### src/rtl/core/rsmg_pkg.sv
// shared types, widths, register codes and tables of the ring sector mesh generator
package rsmg_pkg;

   localparam int MAX_SEGMENTS_DEF  = 4096;
   localparam int CORDIC_STAGES_DEF = 16;
   localparam int ATAN_LEN          = 24;

   // field widths
   localparam int RAD_W      = 16;
   localparam int CNT_W      = 13;
   localparam int ANGLE_W    = 16;
   localparam int COLOR_W    = 32;
   localparam int VTX_W      = 24;
   localparam int SEG_W      = 12;
   localparam int POS_W      = 17;
   localparam int TEX_W      = 17;
   localparam int CSR_IDX_W  = 8;
   localparam int CSR_DATA_W = 32;

   // datapath widths
   localparam int IDX_W      = 13;                 // segment index plus one
   localparam int DEN_W      = CNT_W + 1;          // twice the segment count
   localparam int MUL_W      = IDX_W + RAD_W;      // index times angle span
   localparam int ANG_SHIFT  = 18;                 // Q4.12 to Q4.30
   localparam int DIV_W      = MUL_W + ANG_SHIFT + 2;
   localparam int QA_W       = 35;
   localparam int ANG_W      = 37;
   localparam int CZ_W       = 33;
   localparam int PROD_W     = CZ_W + RAD_W + 1;

   localparam logic signed [CZ_W-1:0]   GAIN_Q30    = 33'sd652032874;
   localparam logic signed [ANG_W-1:0]  PI_Q30      = 37'sd3373259426;
   localparam logic signed [ANG_W-1:0]  HALF_PI_Q30 = 37'sd1686629713;
   localparam logic signed [ANG_W-1:0]  TWO_PI_Q30  = 37'sd6746518852;
   localparam logic signed [PROD_W-1:0] ROUND_BIAS  = 50'sd536870912;
   localparam logic signed [PROD_W-1:0] POS_MAX     = 50'sd65535;
   localparam logic signed [PROD_W-1:0] POS_MIN     = -50'sd65536;
   localparam logic [TEX_W-1:0]         TEX_V_INNER = 17'd65536;

   localparam logic KIND_VERTEX   = 1'b0;
   localparam logic KIND_TRIANGLE = 1'b1;

   typedef enum logic [CSR_IDX_W-1:0] {
      REG_INNER_RADIUS  = 8'd0,
      REG_OUTER_RADIUS  = 8'd1,
      REG_SEGMENT_COUNT = 8'd2,
      REG_START_ANGLE   = 8'd3,
      REG_END_ANGLE     = 8'd4,
      REG_INNER_COLOR   = 8'd5,
      REG_OUTER_COLOR   = 8'd6,
      REG_BASE_VERTEX   = 8'd7
   } csr_reg_type;

   // per-angle sideband that rides along the cells
   typedef struct packed {
      logic              j;
      logic [TEX_W-1:0]  ratio;
      logic [VTX_W-1:0]  base;
   } info_type;

   typedef struct packed {
      logic [DEN_W-1:0] rem_a;
      logic [DIV_W-1:0] dvd_a;
      logic [DEN_W-1:0] rem_r;
      logic [DIV_W-1:0] dvd_r;
      info_type         info;
   } div_type;

   typedef struct packed {
      logic signed [CZ_W-1:0] x;
      logic signed [CZ_W-1:0] y;
      logic signed [CZ_W-1:0] z;
      logic                   flip;
      info_type               info;
   } cordic_type;

   typedef struct packed {
      logic signed [POS_W-1:0] ox;
      logic signed [POS_W-1:0] oy;
      logic signed [POS_W-1:0] ix;
      logic signed [POS_W-1:0] iy;
   } pos_set_type;

   function automatic logic [30:0] atan_q30(input int k);
      case (k)
         0:       atan_q30 = 31'h3243F6A8;
         1:       atan_q30 = 31'h1DAC6705;
         2:       atan_q30 = 31'h0FADBAFC;
         3:       atan_q30 = 31'h07F56EA6;
         4:       atan_q30 = 31'h03FEAB76;
         5:       atan_q30 = 31'h01FFD55B;
         6:       atan_q30 = 31'h00FFFAAA;
         7:       atan_q30 = 31'h007FFF55;
         8:       atan_q30 = 31'h003FFFEA;
         9:       atan_q30 = 31'h001FFFFD;
         10:      atan_q30 = 31'h000FFFFF;
         11:      atan_q30 = 31'h0007FFFF;
         12:      atan_q30 = 31'h0003FFFF;
         13:      atan_q30 = 31'h0001FFFF;
         14:      atan_q30 = 31'h0000FFFF;
         15:      atan_q30 = 31'h00007FFF;
         16:      atan_q30 = 31'h00003FFF;
         17:      atan_q30 = 31'h00001FFF;
         18:      atan_q30 = 31'h00000FFF;
         19:      atan_q30 = 31'h000007FF;
         20:      atan_q30 = 31'h000003FF;
         21:      atan_q30 = 31'h000001FF;
         22:      atan_q30 = 31'h000000FF;
         23:      atan_q30 = 31'h0000007F;
         default: atan_q30 = 31'h00000000;
      endcase
   endfunction

endpackage

### src/rtl/core/rsmg_div_cell.sv
// one restoring division step for the ratio and angle quotients
module rsmg_div_cell (
   input  logic                            clock,
   input  logic                            reset,
   input  logic                            adv,
   input  logic [rsmg_pkg::DEN_W-1:0]      den,
   input  logic                            in_valid,
   input  rsmg_pkg::div_type               in_data,
   output logic                            out_valid,
   output rsmg_pkg::div_type               out_data
);
   import rsmg_pkg::*;

   logic          valid_ff;
   div_type       data_ff;
   div_type       data_in;
   logic [DEN_W:0] trial_a;
   logic [DEN_W:0] trial_r;
   logic          ge_a;
   logic          ge_r;

   always_comb begin
      trial_a = {in_data.rem_a, in_data.dvd_a[DIV_W-1]};
      trial_r = {in_data.rem_r, in_data.dvd_r[DIV_W-1]};
      ge_a    = trial_a >= {1'b0, den};
      ge_r    = trial_r >= {1'b0, den};
      data_in = in_data;
      data_in.rem_a = ge_a ? DEN_W'(trial_a - {1'b0, den}) : trial_a[DEN_W-1:0];
      data_in.rem_r = ge_r ? DEN_W'(trial_r - {1'b0, den}) : trial_r[DEN_W-1:0];
      data_in.dvd_a = {in_data.dvd_a[DIV_W-2:0], ge_a};
      data_in.dvd_r = {in_data.dvd_r[DIV_W-2:0], ge_r};
   end

   always_ff @(posedge clock) begin
      if (reset) begin
         valid_ff <= 1'b0;
      end else if (adv) begin
         valid_ff <= in_valid;
      end
   end

   always_ff @(posedge clock) begin
      if (adv) begin
         data_ff <= data_in;
      end
   end

   assign out_valid = valid_ff;
   assign out_data  = data_ff;

endmodule

### config.mk
export PLATFORM = sky130hd
export DESIGN_NAME = rsmg_div_cell
export DESIGN_NICKNAME = d
export VERILOG_FILES = /design/src/rtl/core/rsmg_pkg.sv /design/src/rtl/core/rsmg_div_cell.sv
export SDC_FILE = /design/constraint.sdc
export NUM_CORES = 1
export LEC_CHECK = 0
export ABC_AREA = 1
export BUFFER_PORTS_ARGS = -buffer_cell sky130_fd_sc_hd__buf_4
export CAP_MARGIN = 0
export CORE_MARGIN = 2
export CORE_UTILIZATION = 30
export CTS_CLUSTER_DIAMETER = 200
export DETAILED_ROUTE_END_ITERATION = 10
export PLACE_DENSITY = 0.54
export SETUP_SLACK_MARGIN = 0.4
export SKIP_LAST_GASP = 1
export SLEW_MARGIN = 20
export SYNTH_ARGS = -nofsm -noshare
export SYNTH_HDL_FRONTEND = slang
export SYNTH_SLANG_ARGS = --single-unit
### constraint.sdc
create_clock -name clock -period 5.7 [get_ports clock]
set_clock_uncertainty 0.2 [all_clocks]
set_input_delay 0.855 -clock clock [delete_from_list [all_inputs] [get_ports clock]]
set_output_delay 0.855 -clock clock [all_outputs]
set_load 0.01 [all_outputs]
==> results of run 1 <==
critical path: stages:
cell,delay [ns]
buf_4,0.08
inv_1,0.05
ha_1,0.37
nand2_1,0.15
inv_1,0.05
nand2_1,0.07
nand2_2,0.07
a21oi_4,0.24
nand3_4,0.35
nand2_1,0.19
o21ai_2,0.06
flip-flops by register name, summed over array words and instances (netlist names):
register,count
out_data,168
out_valid,1
logic make-up (layout without fill, tap and decap cells):
group	Yosys count	after routing	synth area share [%]
AOI/OAI and AO/OA	32	32	3.36
xor gates and xnor gates	14	14	1.61
adders and majority gates	32	32	5.46
buffers and inverters	106	490	5.95
DFF	169	169	66.6
muxes	1	1	0.132
and+or+nand+nor	249	249	16.9
cell type report:
cell class              count  area, µm²
inverters                 102        383
multi-input cells         328       2090
clock buffers              17        425
repair buffers            356       2680
fillers                  2460      13800
clock inverters            15        171
well taps                 330        413
flip-flops and latches    169       5060
layout by cell type (no fill, tap or decap), types with 2 or more instances in the layout:
cell type,netlist,final
nand3b_1,2,2
nand2_4,3,3
ha_1,30,30
a21oi_1,10,10
nand3_2,6,6
inv_1,99,99
edfxtp_1,168,168
fa_1,2,2
o21ai_2,18,18
buf_4,0,355
and2_1,2,2
nand3_1,21,21
nand4_4,2,2
xor2_1,11,11
a21oi_4,2,2
xnor2_1,3,3
nand4_1,17,17
clkinv_8,0,3
clkbuf_16,0,17
nand3_4,4,4
nand2_2,22,22
inv_2,3,3
nand2_1,138,138
inv_8,0,6
and2_2,2,2
clkinv_4,0,2
nor2_1,19,19
nor2_4,6,6
nor2_2,4,4
routing by layer:
layer | up-vias | GRT usage (%) | routed length, µm
met1 | 2522 | 18.4 | 8620
li1 | 2776 | - | -
met3 | 21 | 5.71 | 1970
met2 | 198 | 31.2 | 12400
met5 | - | 0 | 43
met4 | 6 | 3.78 | 253
worst paths after layout:
| check | startpoint | to | slack [ns] |
|---|---|---|---|
| hold / removal | out_valid | out_valid | 0.31 |
| setup / recovery | den[9] | out_data[164] | 3.11 |
| hold reg to reg | out_valid | out_valid | 0.31 |
| setup reg to reg | out_valid | out_valid | 4.91 |
stage by stage:
| step | instances | util, % | area [µm²] | hold WS (ns) | worst slack (ns) |
|---|---|---|---|---|---|
| global placement | 1285 | 42.4 | 10600 | 0.278 | 2.68 |
| global route | 1317 | 44.8 | 11200 | 0.345 | 2.96 |
| detailed placement | 1285 | 42.4 | 10600 | 0.296 | 2.67 |
| finish | 1317 | 44.8 | 11200 | 0.312 | 3.11 |
| CTS | 1317 | 44.8 | 11200 | 0.315 | 3.12 |
| floorplan | 603 | - | 7610 | 0.328 | 3.13 |
Yosys cell counts:
library cell    n
fa_1            2
inv_2           3
nand3_4         4
xor2_1         11
o21ai_2        18
buf_12          2
mux2i_1         1
and2_2          2
buf_8           2
nand3_1        21
nor2_4          6
nand3b_1        2
inv_1          99
nand2_4         3
nand4_1        17
nand2_1       138
nor2_2          4
or2_1           1
ha_1           30
nand4_4         2
nand2_2        22
nand3_2         6
a21oi_1        10
a21oi_4         2
a21o_1          1
edfxtp_1      168
nor2_1         19
dfxtp_1         1
and2_1          2
o21bai_1        1
xnor2_1         3
power by group through the flow:
stage	clock network [mW]	logic [mW]	registers, mW
after floorplan	0	0.236	1.62
final	1.18	0.643	1.53
after detailed placement	0	0.656	1.56
after global routing	1.26	0.703	1.54
after CTS	1.22	0.659	1.53
after global placement	0	0.653	1.56
==> impl_metrics.toml, run 1 <==
[power_and_ir_drop]
power_mw = 3.35
intPower_mw = 2.40
switching_share_pct = 28.3
power_frac_seq_pct = 45.6
p_clk_share_pct = 35.2
ir_drop_uv = 161
power_density_mw_per_mm2 = 299
p_leak_nw = 5.23
power_switching_mw = 0.950
pwr-share-comb_pct = 19.2

[floorplan]
die_h_um = 163
fp.dieW_um = 163
io_pins = 355
die-area_mm2 = 0.0266
fp.coreArea_mm2 = 0.0250
rows = 58
start_util_pct = 30.4

[logic_synthesis]
syn_nets = 821
synth_cells = 603
yosysWarnings = 0
synth_top_area_share_pct = 66.3
ys_seq_elements = 169
synth_top_cell_by_area = "edfxtp_1"
netlist_area_mm2 = 0.00761
syn-mean-instance-area_um2 = 12.6
ys_types = 31
yosysSeqAreaShare_pct = 66.6
synth.area.top_cells = "edfxtp_1, nand2_1, ha_1, inv_1, o21ai_2"

[clock_network]
cts_tree = "built"
clk_path_buf_depth = 2
cts.sinks = 169
cts_hold_buf = 0
clkSlewWorstSetupHoldPaths_ns = 0.07
insertion_delay_ns = 0.41
cts_max_level = 4
postCtsSetupBuffers = 0
cts_buffers = 17
root_buffer = "clkbuf_16"
ctsResizeCount = 0

[timing]
fmax_ghz = 0.386
layout_min_cycle_time_ns = 2.59
hold_viol = 0
max_slew.worst_pin.slew_ns = 0.906
grt_setup_unrepaired = "false"
slew_viol_final = 0
fin_crit_sh_pct = 45.5
fin_tns_setup_ns = 0
slew_headroom_pct = 39.6
setup_viol = 0

[critical_path]
rr_worst_depth = 2
crit_path_end_kind = "flop"
path_max_fanout = 23
arrival_ns = 2.55
cp_data_required_time_ns = 5.66
start_kind = "input port"
crit_type = "input port to flop"

[detailed_routing]
wl_per_cell_um = 17.7
dr.pass1.iters = 4
ant_nets = 0
drc = 0
via_per_inst = 4.19
routed_wl_mm = 23.3
first_iter_violations = 363
vias = 5523

[global_routing]
grt.total_usage_pct = 16.8
grt_max_degree = 95
grt_antenna_before_repair = 3
grt_overflow_total = 0
grt_pass1_vias = 5318
grt_pass1_wl_mm = 32.8

[cells_and_area]
insertedDiodeCount = 0
num-nets-final = 1192
areaGrowthSynthToFinish_pct = 47.5
drive_above_1_share_pct = 46.6

[run_status]
status = "completed"

[placed_design]
dpl.hpwl_mm = 18.6
gp_congestion = 0.855
port_buffers = 354

[worst_hold_path]
worstHoldPathCells = 2
hp-class = "flop to flop"

[run]
maxCapViolations = 0
No activity file was read; power rests on OpenSTA's default activity.
==> run 2: changes to the inputs <==
- clock period: 5.7 -> 2.68 ns (I/O delays scaled with it)
==> run 2 against run 1 <==
  * Final area rose by 13%
  * Combinational power is 150% higher
  * Sequential share of layout area down 5.3 points
  * Flip-flop and latch count did not move
  * Core utilization up 6.0 points
  * Register-to-register slack lost 3.0 ns
  * Critical endpoint unchanged
==> impl_metrics.toml, run 2 (synthesis results as in run 1) <==
[run_status]
status = "completed"

[clock_network]
clkSlewWorstSetupHoldPaths_ns = 0.08
insertion_delay_ns = 0.42
cts.sinks = 169
clk_path_buf_depth = 2
postCtsSetupBuffers = 0
cts_buffers = 17
ctsResizeCount = 0
cts_hold_buf = 139
cts_tree = "built"
cts_max_level = 4
root_buffer = "clkbuf_16"

[cells_and_area]
n_fill_cell = 2232
areaGrowthSynthToFinish_pct = 67.2
insertedDiodeCount = 0
drive_above_1_share_pct = 41.2
largest_reg_flops = 168
mostFrequentLayoutCell = "buf_4"
final_cell_mix = "buf_4, edfxtp_1, dlygate4sd3_1, nand2_1, inv_1"
num-nets-final = 1338

[global_routing]
grt_max_degree = 52
grt.total_usage_pct = 18.1
grt_overflow_total = 0
grt_pass1_wl_mm = 36.0
grt_pass1_vias = 6168
grt_antenna_before_repair = 0

[worst_hold_path]
min_from = "in_valid"
hp-class = "input port to flop"

[detailed_routing]
wl_met1_mm = 9.93
first_iter_violations = 354
drc = 0
routed_wl_mm = 24.9
ant_nets = 0
via_per_inst = 4.22
route.met3.wl_mm = 1.45
wl_met2_mm = 13.0
dr.max_layer_used = "met4"
wl_per_cell_um = 17.0
dr.pass1.iters = 4
vias = 6172

[critical_path]
arrival_ns = 1.98
r2r_start = "out_valid"
crit_type = "input port to flop"
cp_data_required_time_ns = 2.66
critPathLaunch = "den[2]"
crit_path_end_kind = "flop"
start_kind = "input port"
path_max_fanout = 20

[placed_design]
dpl.hpwl_mm = 19.0
gp_congestion = 0.833
port_buffers = 354

[timing]
hold_ws_ns = 0.0265
fmax_ghz = 0.500
fin_tns_setup_ns = 0
max_slew.worst_pin.slew_ns = 0.403
setup_viol = 0
slew_viol_final = 0
slew_headroom_pct = 73.1
grt_setup_unrepaired = "false"
fin_crit_sh_pct = 74.7
hold_viol = 0
layout_min_cycle_time_ns = 2.00

[floorplan]
rows = 58
io_pins = 355
fp.dieW_um = 163
fp.coreArea_mm2 = 0.0250
start_util_pct = 30.4
die_h_um = 163
die-area_mm2 = 0.0266

[power_and_ir_drop]
power_mw = 7.35
ir_drop_uv = 429
p_leak_nw = 5.86
power_density_mw_per_mm2 = 578

[run]
maxCapViolations = 0
[run 2: worst paths after layout]
path	endpoint	slack [ns]	depth (start not counted)
max	out_data[164]	0.68	11
min	out_valid	0.03	3
max reg2reg	out_valid	1.88	2
min reg2reg	out_valid	0.31	2
[run 2: report_power, final]
part	total, mW	switching [mW]	internal [mW]
clock	2.51	1.24	1.27
combinational	1.58	0.777	0.806
sequential	3.25	0.0678	3.19
total	7.35	2.09	5.26
[run 2: layer usage]
metal	up-vias	GRT usage, %
li1	3066	-
met1	2855	21.7
met2	230	32.9
met3	21	3.48
met4	0	5.47
met5	-	0
[run 2: through the flow]
stage                     util [%]  area (µm²)  instances  setup slack [ns]
final                         50.8       12700       1463             0.679
after global routing          50.8       12700       1463             0.530
after CTS                     50.8       12700       1463             0.686
after floorplan                  -        7610        603             0.566
after global placement        42.9       10700       1292             0.284
after detailed placement      42.9       10700       1292             0.239
[run 2: critical path, cell delays in order]
cell and delay [ns]:
buf_4 0.11, inv_1 0.13, ha_1 0.30, or2_1 0.28, nand3_1 0.11, nand2_2 0.09, nand2_4 0.11, nand3_4 0.12
buf_12 0.19, nand2_1 0.09, o21ai_2 0.05
[run 2: final cells by class]
type | instances | area (µm²) | area share, %
Sequential cell | 169 | 5060 | 39.8
Tap cell | 330 | 413 | 3.25
Inverter | 102 | 383 | 3.01
Clock buffer | 17 | 425 | 3.34
Timing Repair Buffer | 502 | 4170 | 32.8
Multi-Input combinational cell | 328 | 2090 | 16.4
Clock inverter | 15 | 176 | 1.39
