### src/rtl/core/rsmg_pkg.sv
// shared types, widths, register codes and tables of the ring sector mesh generator
package rsmg_pkg;

   localparam int MAX_SEGMENTS_DEF  = 4096;
   localparam int CORDIC_STAGES_DEF = 16;
   localparam int ATAN_LEN          = 24;

   // field widths
   localparam int RAD_W      = 16;
   localparam int CNT_W      = 13;
   localparam int ANGLE_W    = 16;
   localparam int COLOR_W    = 32;
   localparam int VTX_W      = 24;
   localparam int SEG_W      = 12;
   localparam int POS_W      = 17;
   localparam int TEX_W      = 17;
   localparam int CSR_IDX_W  = 8;
   localparam int CSR_DATA_W = 32;

   // datapath widths
   localparam int IDX_W      = 13;                 // segment index plus one
   localparam int DEN_W      = CNT_W + 1;          // twice the segment count
   localparam int MUL_W      = IDX_W + RAD_W;      // index times angle span
   localparam int ANG_SHIFT  = 18;                 // Q4.12 to Q4.30
   localparam int DIV_W      = MUL_W + ANG_SHIFT + 2;
   localparam int QA_W       = 35;
   localparam int ANG_W      = 37;
   localparam int CZ_W       = 33;
   localparam int PROD_W     = CZ_W + RAD_W + 1;

   localparam logic signed [CZ_W-1:0]   GAIN_Q30    = 33'sd652032874;
   localparam logic signed [ANG_W-1:0]  PI_Q30      = 37'sd3373259426;
   localparam logic signed [ANG_W-1:0]  HALF_PI_Q30 = 37'sd1686629713;
   localparam logic signed [ANG_W-1:0]  TWO_PI_Q30  = 37'sd6746518852;
   localparam logic signed [PROD_W-1:0] ROUND_BIAS  = 50'sd536870912;
   localparam logic signed [PROD_W-1:0] POS_MAX     = 50'sd65535;
   localparam logic signed [PROD_W-1:0] POS_MIN     = -50'sd65536;
   localparam logic [TEX_W-1:0]         TEX_V_INNER = 17'd65536;

   localparam logic KIND_VERTEX   = 1'b0;
   localparam logic KIND_TRIANGLE = 1'b1;

   typedef enum logic [CSR_IDX_W-1:0] {
      REG_INNER_RADIUS  = 8'd0,
      REG_OUTER_RADIUS  = 8'd1,
      REG_SEGMENT_COUNT = 8'd2,
      REG_START_ANGLE   = 8'd3,
      REG_END_ANGLE     = 8'd4,
      REG_INNER_COLOR   = 8'd5,
      REG_OUTER_COLOR   = 8'd6,
      REG_BASE_VERTEX   = 8'd7
   } csr_reg_type;

   // per-angle sideband that rides along the cells
   typedef struct packed {
      logic              j;
      logic [TEX_W-1:0]  ratio;
      logic [VTX_W-1:0]  base;
   } info_type;

   typedef struct packed {
      logic [DEN_W-1:0] rem_a;
      logic [DIV_W-1:0] dvd_a;
      logic [DEN_W-1:0] rem_r;
      logic [DIV_W-1:0] dvd_r;
      info_type         info;
   } div_type;

   typedef struct packed {
      logic signed [CZ_W-1:0] x;
      logic signed [CZ_W-1:0] y;
      logic signed [CZ_W-1:0] z;
      logic                   flip;
      info_type               info;
   } cordic_type;

   typedef struct packed {
      logic signed [POS_W-1:0] ox;
      logic signed [POS_W-1:0] oy;
      logic signed [POS_W-1:0] ix;
      logic signed [POS_W-1:0] iy;
   } pos_set_type;

   function automatic logic [30:0] atan_q30(input int k);
      case (k)
         0:       atan_q30 = 31'h3243F6A8;
         1:       atan_q30 = 31'h1DAC6705;
         2:       atan_q30 = 31'h0FADBAFC;
         3:       atan_q30 = 31'h07F56EA6;
         4:       atan_q30 = 31'h03FEAB76;
         5:       atan_q30 = 31'h01FFD55B;
         6:       atan_q30 = 31'h00FFFAAA;
         7:       atan_q30 = 31'h007FFF55;
         8:       atan_q30 = 31'h003FFFEA;
         9:       atan_q30 = 31'h001FFFFD;
         10:      atan_q30 = 31'h000FFFFF;
         11:      atan_q30 = 31'h0007FFFF;
         12:      atan_q30 = 31'h0003FFFF;
         13:      atan_q30 = 31'h0001FFFF;
         14:      atan_q30 = 31'h0000FFFF;
         15:      atan_q30 = 31'h00007FFF;
         16:      atan_q30 = 31'h00003FFF;
         17:      atan_q30 = 31'h00001FFF;
         18:      atan_q30 = 31'h00000FFF;
         19:      atan_q30 = 31'h000007FF;
         20:      atan_q30 = 31'h000003FF;
         21:      atan_q30 = 31'h000001FF;
         22:      atan_q30 = 31'h000000FF;
         23:      atan_q30 = 31'h0000007F;
         default: atan_q30 = 31'h00000000;
      endcase
   endfunction

endpackage

### src/rtl/core/rsmg_cordic_cell.sv
// one cordic rotation step with a fixed shift and arctangent
module rsmg_cordic_cell #(
   parameter int STAGE = 0
) (
   input  logic                  clock,
   input  logic                  reset,
   input  logic                  adv,
   input  logic                  in_valid,
   input  rsmg_pkg::cordic_type  in_data,
   output logic                  out_valid,
   output rsmg_pkg::cordic_type  out_data
);
   import rsmg_pkg::*;

   localparam logic signed [CZ_W-1:0] ATAN = $signed(CZ_W'(atan_q30(STAGE)));

   logic                   valid_ff;
   cordic_type             data_ff;
   cordic_type             data_in;
   logic signed [CZ_W-1:0] xs;
   logic signed [CZ_W-1:0] ys;

   always_comb begin
      xs      = in_data.x >>> STAGE;
      ys      = in_data.y >>> STAGE;
      data_in = in_data;
      if (!in_data.z[CZ_W-1]) begin
         data_in.x = in_data.x - ys;
         data_in.y = in_data.y + xs;
         data_in.z = in_data.z - ATAN;
      end else begin
         data_in.x = in_data.x + ys;
         data_in.y = in_data.y - xs;
         data_in.z = in_data.z + ATAN;
      end
   end

   always_ff @(posedge clock) begin
      if (reset) begin
         valid_ff <= 1'b0;
      end else if (adv) begin
         valid_ff <= in_valid;
      end
   end

   always_ff @(posedge clock) begin
      if (adv) begin
         data_ff <= data_in;
      end
   end

   assign out_valid = valid_ff;
   assign out_data  = data_ff;

endmodule

### config.mk
export PLATFORM = sky130hd
export DESIGN_NAME = rsmg_cordic_cell
export DESIGN_NICKNAME = d
export VERILOG_FILES = /design/src/rtl/core/rsmg_pkg.sv /design/src/rtl/core/rsmg_cordic_cell.sv
export SDC_FILE = /design/constraint.sdc
export NUM_CORES = 1
export LEC_CHECK = 0
export ABC_AREA = 1
export BUFFER_PORTS_ARGS = -buffer_cell sky130_fd_sc_hd__buf_2
export CAP_MARGIN = 10
export CORE_UTILIZATION = 45
export CTS_BUF_LIST = sky130_fd_sc_hd__clkbuf_16
export DETAILED_ROUTE_END_ITERATION = 7
export PLACE_DENSITY = 0.8
export SYNTH_ARGS = -nofsm -noshare
export SYNTH_HDL_FRONTEND = slang
export SYNTH_SLANG_ARGS = --single-unit
### constraint.sdc
create_clock -name clock -period 5.05 [get_ports clock]
set_input_delay 0 -clock clock [delete_from_list [all_inputs] [get_ports clock]]
set_output_delay 0 -clock clock [all_outputs]
set_load 0.1 [all_outputs]
==> results_dict.tcl, run 1 <==
set metrics [dict create \
    outcome "complete, no violations" \
    crit_buf_inv 2 \
    clock_path_buffers 2 \
    fillers 2953 \
    ctsHoldBuffers 50 \
    drv_cap 0 \
    yosysSeqAreaShare 0.3122 \
    synth_area_um2 13620 \
    place_congestion 1.023 \
    die_h_um 176 \
    final_common_cell "nand2_1" \
    max_freq_mhz 470.8 \
    setup_tns_ns 0 \
    grt_pass1_wl_um 72900 \
    die_w_um 176 \
    clockPowerShare 0.238 \
    synthArstFlopShare 0 \
    clkTransAtPathRegs_ns 0.06 \
    power_leakage_uw 0.008928 \
    wire_per_inst_um 17.40 \
    worstSkewPairLatency_ns 0.42 \
    initial_core_util 0.4585 \
    vias 14435 \
    portBuffers 288 \
    diodes 0 \
    pre_cts_ws_ns 2.494 \
    path_max_fanout 45 \
    rrSetupSlack_ns 3.90 \
    power_density_nw_per_um2 325.3 \
    pwr-share-seq 0.287 \
    maxSlewHeadroom 0.3367 \
    synth_enable_flop_cells 141 \
    viasPerCell 5.211 \
    worst_pin_slew_ns 0.9950 \
    rows 63 \
    h-tree-depth 4 \
    multiInputGateArea_um2 7739 \
    crit_type "in -> reg" \
    critical_path_arrival_ns 2.30 \
    routed_wl_um 48200 \
    postSynthNetCount 2326 \
    rsz0062_at_grt "no" \
    cp-end-kind "register" \
    synth-seq-cells 142 \
    ys.flop_type "edfxtp_1" \
    hold_viol_final 0 \
    final_layout_size_suffix_gt1_frac 0.1525 \
    cts_root_buf "clkbuf_16" \
    setup_slack_ns 2.926 \
    nNetsFinal 2642 \
    synth_cell_types 40 \
    dieArea_um2 30980 \
    synth.avg_cell_area_um2 6.640 \
    min_path_type "in -> reg" \
    grt_overflow 0 \
    first_global_vias 13723 \
    grt_max_degree 101 \
    layout_common_cells "nand2_1, inv_1, buf_2, nand3_1, edfxtp_1" \
    area_growth_pct 20.74 \
    startpoint "in_data[75]" \
    comb_power_share 0.475 \
    drcViolationCount 0 \
    hp-start "in_data[109]" \
    required_ns 5.23 \
    synth_cells 2052 \
    seqCellArea_um2 4254 \
    clkSinkCount 142 \
    post_cts_resize_count 0 \
    cp_common_cell "nand2_1" \
    numCtsBuffers 17 \
    min_period_ns 2.124 \
    cts_tree "done" \
    p_sw_uw 2578 \
    ant_nets 0 \
    crit_family "simple AND/OR/NAND/NOR gates" \
    synth_warnings 0 \
    crit_path_start_kind "input port" \
    cpPeakStageDelay_ns 0.61 \
    ir_drop_mv 0.2059 \
    period_share 0.4206 \
    fp.coreArea_um2 29720 \
    reg2reg_from "out_valid" \
    slowest_stage "inv_2" \
    drt_pre_antenna_iters 7 \
    intPower_uw 2773 \
    sw_frac_of_total 0.4817 \
    cts_setup_buffers 0 \
    drv_slew 0 \
    antenna_found_initial 1 \
    holdWs_ns 0.03725 \
    io_pins 289 \
    crit_chain "buf_2, inv_2, ha_1, a21oi_1, nand2_1, a21oi_1, nor2_1, or2_1, nand2_1, nand2_1, nand2_1, nand2_1" \
    clock_skew_ns 0 \
    grtUsageTotal 0.3089 \
    dpl.hpwl_um 40090 \
    detail_route.iter0.violations 1168 \
    setup_viol 0 \
]
power by group through the flow:
stage	Clock, uW	Sequential (uW)	Combinational (uW)
floorplan	0	2600	851
global placement	0	1560	2470
detailed placement	0	1560	2480
CTS	1290	1540	2520
global route	1330	1550	2690
finish	1270	1540	2540
synthesized netlist by cell type, drive strengths merged, types with 3 or more instances:
master | n | area (um^2)
o21ai | 59 | 295.3
a21o | 3 | 22.52
buf | 31 | 178.9
nor2 | 149 | 606.8
nand2 | 744 | 2825
fa | 4 | 80.08
o21bai | 14 | 105.1
ha | 124 | 1551
clkbuf | 13 | 48.80
edfxtp | 141 | 4234
o21a | 9 | 67.56
o22ai | 4 | 25.02
a21oi | 114 | 574.3
nor3 | 14 | 85.08
clkinv | 3 | 11.26
nand3 | 172 | 860.8
xor2 | 42 | 367.9
inv | 371 | 1393
nand4 | 23 | 143.9
a31oi | 4 | 25.02
worst reg2reg max path, delay by kind of cell (launching register included):
family | cells | cell delay [ns]
buffers and inverters | 1 | 0.55
DFF | 1 | 0.31
muxes | 1 | 0.13
and+or+nand+nor | 1 | 0.05
routing by layer:
layer / GRT usage / vias to the layer above / part of all wire
met5: 0 / - / 0.00027
met4: 0.1083 / 2 / 0.033
met3: 0.04005 / 100 / 0.076
met2: 0.5371 / 670 / 0.47
met1: 0.3919 / 6566 / 0.42
li1: - / 7097 / -
cell type report:
cell class	count	area share
flip-flops and latches	142	0.2586
repair buffers	341	0.1198
clock buffers	17	0.02586
clock inverters	14	0.01027
multi-input cells	1492	0.4705
well taps	390	0.02966
inverters	374	0.08534
cells by family (layout without fill, tap and decap cells):
group | after synthesis | in the layout | share of synthesized area
xor gates and xnor gates | 44 | 44 | 0.02829
buffers and inverters | 418 | 746 | 0.1198
AOI/OAI and AO/OA | 211 | 211 | 0.08403
adders and majority gates | 128 | 128 | 0.1198
muxes | 1 | 1 | 0.0007347
and+or+nand+nor | 1108 | 1108 | 0.3352
DFF | 142 | 142 | 0.3122
state kept, by name, indices dropped and copies added (netlist names):
| signal | cells |
|---|---|
| out_data | 141 |
| out_valid | 1 |
path summary, 6_finish.rpt:
check                   to  cells past startpoint
max reg2reg      out_valid                      3
min reg2reg      out_valid                      3
max           out_data[64]                     12
min          out_data[109]                      3
through the flow:
stage	utilization	power (uW)	cell area [um^2]	std cells
6_report	0.5535	5351	16450	2770
5_1_grt	0.5535	5574	16450	2770
4_1_cts	0.5535	5342	16450	2770
3_5_place_dp	0.5167	4042	15350	2689
3_3_place_gp	0.5167	4026	15350	2689
2_1_floorplan	-	3452	13620	2052
No activity file was read; power rests on OpenSTA's default activity.
==> run 2: changes to the inputs <==
ABC_AREA = 0   (was 1)
PLACE_DENSITY = 0.82   (was 0.8)
clock period = 2.15 ns   (was 5.05 ns; I/O delays follow)
==> run 2 against run 1 <==
Count of clock-buffer cells in the layout stayed put. Die area is 19% lower. Final area is 7.0% higher. Synthesized area decreased by 19%. First-iteration DRC count increased by 15%. Flip-flop and latch count did not move. Non-clock buffer count increased by 352. Combinational power rose to 2.7 times the previous value. Sequential power is 140% higher. Critical path type unchanged. Largest power group unchanged. Worst setup slack lost 3.0 ns. The run now ends with setup timing left.
==> results_dict.tcl, run 2 <==
set metrics [dict create \
    layout_common_cells "buf_4, buf_2, edfxtp_1, ha_1, a21oi_1" \
    min_period_ns 2.270 \
    final_common_cell "buf_4" \
    critical_path_arrival_ns 2.45 \
    fp.coreArea_um2 23750 \
    synth_warnings 0 \
    synth_common_cells "edfxtp_1, a21oi_1, ha_1, inv_1, nor2_1" \
    final_layout_size_suffix_gt1_frac 0.4524 \
    grtUsageTotal 0.3159 \
    detail_route.iter0.violations 1349 \
    die_w_um 158.7 \
    placedCellCount 2061 \
    cpPeakStageDelay_ns 0.39 \
    place_congestion 0.9955 \
    drv_cap 0 \
    min_path_type "in -> reg" \
    worstSkewPairLatency_ns 0.42 \
    nNetsFinal 2109 \
    initial_core_util 0.4652 \
    required_ns 2.32 \
    clkSinkCount 142 \
    period_share 1.056 \
    drt_pre_antenna_iters 6 \
    grt_overflow 0 \
    cts_root_buf "clkbuf_16" \
    top_usage_layer "met2" \
    outcome "finished, violations left" \
    synthArstFlopShare 0 \
    rows 56 \
    h-tree-depth 4 \
    ant_nets 0 \
    wire_per_inst_um 19.24 \
    postSynthNetCount 1440 \
    setup_tns_ns -0.7388 \
    routed_wl_um 41710 \
    gr-usage-met1 0.3761 \
    synth_top_area_cell "edfxtp_1" \
    clock_skew_ns 0 \
    clkTransAtPathRegs_ns 0.07 \
    max_freq_mhz 440.5 \
    dpl.hpwl_um 30360 \
    crit_chain "buf_12, clkinv_16, fa_2, a211oi_2, o21bai_2, o21ai_2, a21oi_2, a211o_1, a221o_1, a31oi_4, nor2_2, or2_1, xor2_1" \
    synth_area_um2 11050 \
    die_h_um 158.7 \
    synth_cell_types 73 \
    synth_cells 1166 \
    ys_top_cells_by_area "edfxtp_1, ha_1, xnor2_1, a21oi_1, o21ai_0" \
    ir_drop_mv 0.7196 \
    dieArea_um2 25180 \
    cp-end-kind "register" \
    cts_tree "done" \
    portBuffers 288 \
    drv_slew 0 \
    synth.avg_cell_area_um2 9.476 \
    synth-seq-cells 142 \
    worst_pin_slew_ns 0.8414 \
    power_density_nw_per_um2 768.8 \
    antenna_found_initial 1 \
    largest_reg_flops 141 \
    vias 12073 \
    setup_slack_ns -0.1204 \
    setup_viol 13 \
    ys.flop_type "edfxtp_1" \
    grt_pass1_wl_um 60870 \
    rsz0062_at_grt "yes" \
    io_pins 289 \
    viasPerCell 5.569 \
    grt_max_degree 74 \
    crit_type "in -> reg" \
    hold_viol_final 0 \
    grt_util_met3 0.05144 \
    synth_top_cell_area_share 0.3832 \
    power_leakage_uw 0.008043 \
    path_max_fanout 5 \
    first_global_vias 11681 \
    grtUsageMet2 0.5368 \
    crit_buf_inv 2 \
    area_growth_pct 59.29 \
    layout.cells.non_filler 2168 \
    crit_path_start_kind "input port" \
    violations "setup timing" \
    synth_enable_flop_cells 141 \
    yosysSeqAreaShare 0.3850 \
    yosysMostFrequentCell "edfxtp_1" \
    drcViolationCount 0 \
    maxSlewHeadroom 0.4390 \
    numCtsBuffers 17 \
    slowest_stage "a221o_1" \
    crit_family "compound AO/OA/AOI/OAI gates" \
    clock_path_buffers 2 \
]
-- run 2: cell count changes after synthesis, sizes merged, moves of 18 or more --
cell   delta
nand2   -675
inv     -268
nand3   -150
xnor2    +74
nor2     -63
xor2     -30
a21o     +26
o21ai    +26
a21oi    +18
-- run 2: final cells by class --
cell class                      count  area (um^2)
Antenna cell                        1        2.502
Clock buffer                       17        425.4
Clock inverter                     15        150.1
Fill cell                        1589         6152
Inverter                          107        460.4
Multi-Input combinational cell    874         7124
Sequential cell                   142         4254
Tap cell                          319        399.1
Timing Repair Buffer              693         4785
-- run 2: worst paths after layout --
kind / to / slack, ns / start / depth (start not counted)
max: out_data[68] / -0.12 / in_data[75] / 13
max reg2reg: out_valid / 0.95 / out_valid / 3
min reg2reg: out_valid / 1.11 / out_valid / 3
min: out_data[35] / 0.01 / adv / 1
-- run 2: kinds of logic (layout without fill, tap and decap cells) --
family,after synthesis,after routing,share of synthesized area
AO/OA/AOI/OAI,364,364,0.2106
XOR/XNOR,88,88,0.06975
adder cells (fa/ha/maj),128,128,0.1477
buffers and inverters,150,832,0.05401
flip-flops,142,142,0.3850
multiplexers,13,13,0.01178
other,0,1,0
AND/OR/NAND/NOR,281,281,0.1212
-- run 2: where the power goes --
group | internal, uW | switching (uW)
clock network | 1540 | 1350
registers | 3550 | 150
logic | 2070 | 4870
-- run 2: per-layer routing --
| metal | vias up | routed length [um] | part of all wire |
|---|---|---|---|
| met3 | 151 | 3127 | 0.075 |
| li1 | 5545 | - | - |
| met5 | - | 0 | 0 |
| met2 | 653 | 20190 | 0.48 |
| met4 | 0 | 2339 | 0.056 |
| met1 | 5724 | 16050 | 0.38 |
-- run 2: through the flow --
step | area, um^2 | hold WS [ns] | utilization | setup WS [ns] | power [uW]
final | 17600 | 0.01450 | 0.7410 | -0.1204 | 13530
after global routing | 17600 | 0.006647 | 0.7410 | -0.1699 | 14000
after CTS | 16920 | 0.01902 | 0.7121 | -0.04823 | 13150
after detailed placement | 15470 | 0.1683 | 0.6513 | -0.7342 | 10080
after global placement | 15470 | 0.1571 | 0.6513 | -0.6471 | 9967
after floorplan | 11330 | 0.07238 | - | -0.4049 | 8167
-- run 2: what timing repair did --
item	in CTS	in global routing
hold buffers	49	0
gates resized for setup	61	131
pin swaps	33	73
buffers inserted	8	17
endpoints found under the setup margin	34	39
endpoints found under the hold margin	48	0
cloned	0	0
-- run 2: worst reg2reg max path, stage by stage (launching register included) --
cell and delay, ns:
dfxtp_1 0.32, mux2i_1 0.16, nor2_1 0.07, dlygate4sd3_1 0.55
==> run 3: changes to the inputs <==
CTS_CLUSTER_DIAMETER = 150   (was not set)
clock period = 2.5 ns   (was 2.15 ns; I/O delays follow)
==> run 3 against run 2 <==
The run now ends clean. Worst setup slack improved by 0.16 ns. Worst hold slack improved by 0.061 ns. Global-route usage shrank 2.9 points. First-iteration DRC count shrank 28%. Wire length decreased by 11%. Total power shrank 18%. Clock skew is the same. Clock power is 9.3% lower. Via count down 8.7%. Flip-flop and latch count unchanged. Count of clock-buffer cells in the layout unchanged. Critical endpoint is now out_data[130]. Highest routed layer unchanged.
==> results_dict.tcl, run 3 (synthesized netlist as in run 2, its figures left out) <==
set metrics [dict create \
    outcome "complete, no violations" \
    critical_path_arrival_ns 2.63 \
    largest_reg_flops 141 \
    pwr-share-seq 0.284 \
    numCtsBuffers 17 \
    rrSetupSlack_ns 1.34 \
    sw_frac_of_total 0.4693 \
    drv_slew 0 \
    nNetsFinal 1969 \
    reg2reg_depth 3 \
    hp-start "in_data[72]" \
    power_density_nw_per_um2 711.4 \
    setup_viol 0 \
    min_path_type "in -> reg" \
    crit_family "simple AND/OR/NAND/NOR gates" \
    period_share 0.9825 \
    required_ns 2.67 \
    h-tree-depth 4 \
    final_common_cell "buf_2" \
    drv_cap 0 \
    ir_drop_mv 0.5287 \
    clkTransAtPathRegs_ns 0.07 \
    cts_root_buf "clkbuf_16" \
    die_w_um 158.7 \
    hold_viol_final 0 \
    crit_type "in -> reg" \
    place_congestion 0.9218 \
    layout_common_cells "buf_2, buf_4, edfxtp_1, a21oi_1, ha_1" \
    ant_nets 0 \
    dpl.hpwl_um 28280 \
    max_freq_mhz 407.1 \
    vias 11020 \
    worstSkewPairLatency_ns 0.42 \
    viasPerCell 5.431 \
    area_growth_pct 41.83 \
    grtUsageTotal 0.2864 \
    worst_pin_slew_ns 0.7255 \
    cp-end-kind "register" \
    crit_chain "buf_2, inv_1, ha_4, nand2b_1, a21oi_1, or4_4, nand2_1, o21ai_1, buf_4, a221o_2, nor2b_1, nor3_1, a21oi_1, xnor2_1" \
    hold_path_depth 3 \
    hold_end "out_data[72]" \
    fillers 1846 \
    power_leakage_uw 0.007204 \
    initial_core_util 0.4652 \
    clock_path_buffers 2 \
    grt_max_degree 67 \
    rows 56 \
    detail_route.iter0.violations 972 \
    first_global_vias 10806 \
    drcViolationCount 0 \
    clockPowerShare 0.235 \
    cts_tree "done" \
    io_pins 289 \
    clkSinkCount 142 \
    crit_path_start_kind "input port" \
    crit_buf_inv 3 \
    antenna_found_initial 2 \
    reg2reg_from "out_valid" \
    routed_wl_um 36970 \
    wire_per_inst_um 18.22 \
    cp_common_cell "a21oi_1" \
    setup_tns_ns 0 \
    r2r_end "out_valid" \
    clock_skew_ns 0 \
    path_max_fanout 5 \
    p_sw_uw 5232 \
    fp.coreArea_um2 23750 \
    cpPeakStageDelay_ns 0.51 \
    intPower_uw 5917 \
    drt_pre_antenna_iters 6 \
    maxSlewHeadroom 0.5164 \
    final_layout_size_suffix_gt1_frac 0.3407 \
    postLayoutCoreUtil 0.6598 \
    grt_overflow 0 \
    dieArea_um2 25180 \
    grt_pass1_wl_um 55460 \
    comb_power_share 0.481 \
    portBuffers 288 \
    min_period_ns 2.456 \
    die_h_um 158.7 \
    slowest_stage "or4_4" \
]
[run 3: worst max path at each step]
stage,startpoint,end,slack [ns],cells after the start
final,in_data[77],out_data[130],0.04,14
after global routing,in_data[77],out_data[130],-0.04,14
after detailed placement,in_data[76],out_data[108],-0.43,14
after floorplan,in_data[75],out_data[68],-0.05,13
after CTS,in_data[76],out_data[108],0.01,14
after global placement,in_data[76],out_data[135],-0.37,14
[run 3: final cells by class]
| cell class | count | area [um^2] | share of cell area |
|---|---|---|---|
| timing repair buffer | 553 | 3617 | 0.2308 |
| inverter | 107 | 427.9 | 0.02731 |
| tap | 319 | 399.1 | 0.02547 |
| clock buffer | 17 | 425.4 | 0.02715 |
| antenna | 2 | 5.005 | 0.0003194 |
| sequential | 142 | 4254 | 0.2715 |
| multi-input combinational | 874 | 6374 | 0.4067 |
| clock inverter | 15 | 168.9 | 0.01078 |
[run 3: timing repair]
item                                    in CTS  in global routing
resized for setup                            0                 33
pin swaps                                    1                 14
endpoints found under the setup margin       2                 21
hold endpoints to repair                    50                  0
hold buffers                                51                  0
setup buffers                                0                  1
[run 3: power by group through the flow]
stage / Combinational (uW) / Clock, uW / Sequential (uW)
detailed placement: 5180 / 0 / 3210
floorplan: 1420 / 0 / 5560
global placement: 5120 / 0 / 3200
CTS: 5270 / 2640 / 3160
finish: 5370 / 2620 / 3170
global route: 5620 / 2730 / 3190
[run 3: through the flow]
step	area (um^2)	hold slack, ns	power (uW)	instances	setup WS [ns]
final	15670	0.07547	11150	2029	0.04366
after global routing	15670	0.1022	11540	2029	-0.04151
after global placement	14390	0.1592	8325	1944	-0.3740
after detailed placement	14390	0.1609	8392	1944	-0.4336
after floorplan	11100	0.07238	6975	1166	-0.05500
after CTS	15500	0.05698	11060	2027	0.009595
[run 3: worst reg2reg max path, delay by kind of cell, from the launching register on]
kind	cells	cell delay (ns)
buffers and inverters	1	0.55
DFF	1	0.33
and+or+nand+nor	1	0.06
muxes	1	0.12
[run 3: metal layers]
layer	track usage	up-vias	wire [um]
li1	-	5253	-
met1	0.3511	5137	14860
met2	0.4850	533	17750
met3	0.04682	97	2735
met4	0.1451	0	1627
met5	0	-	0
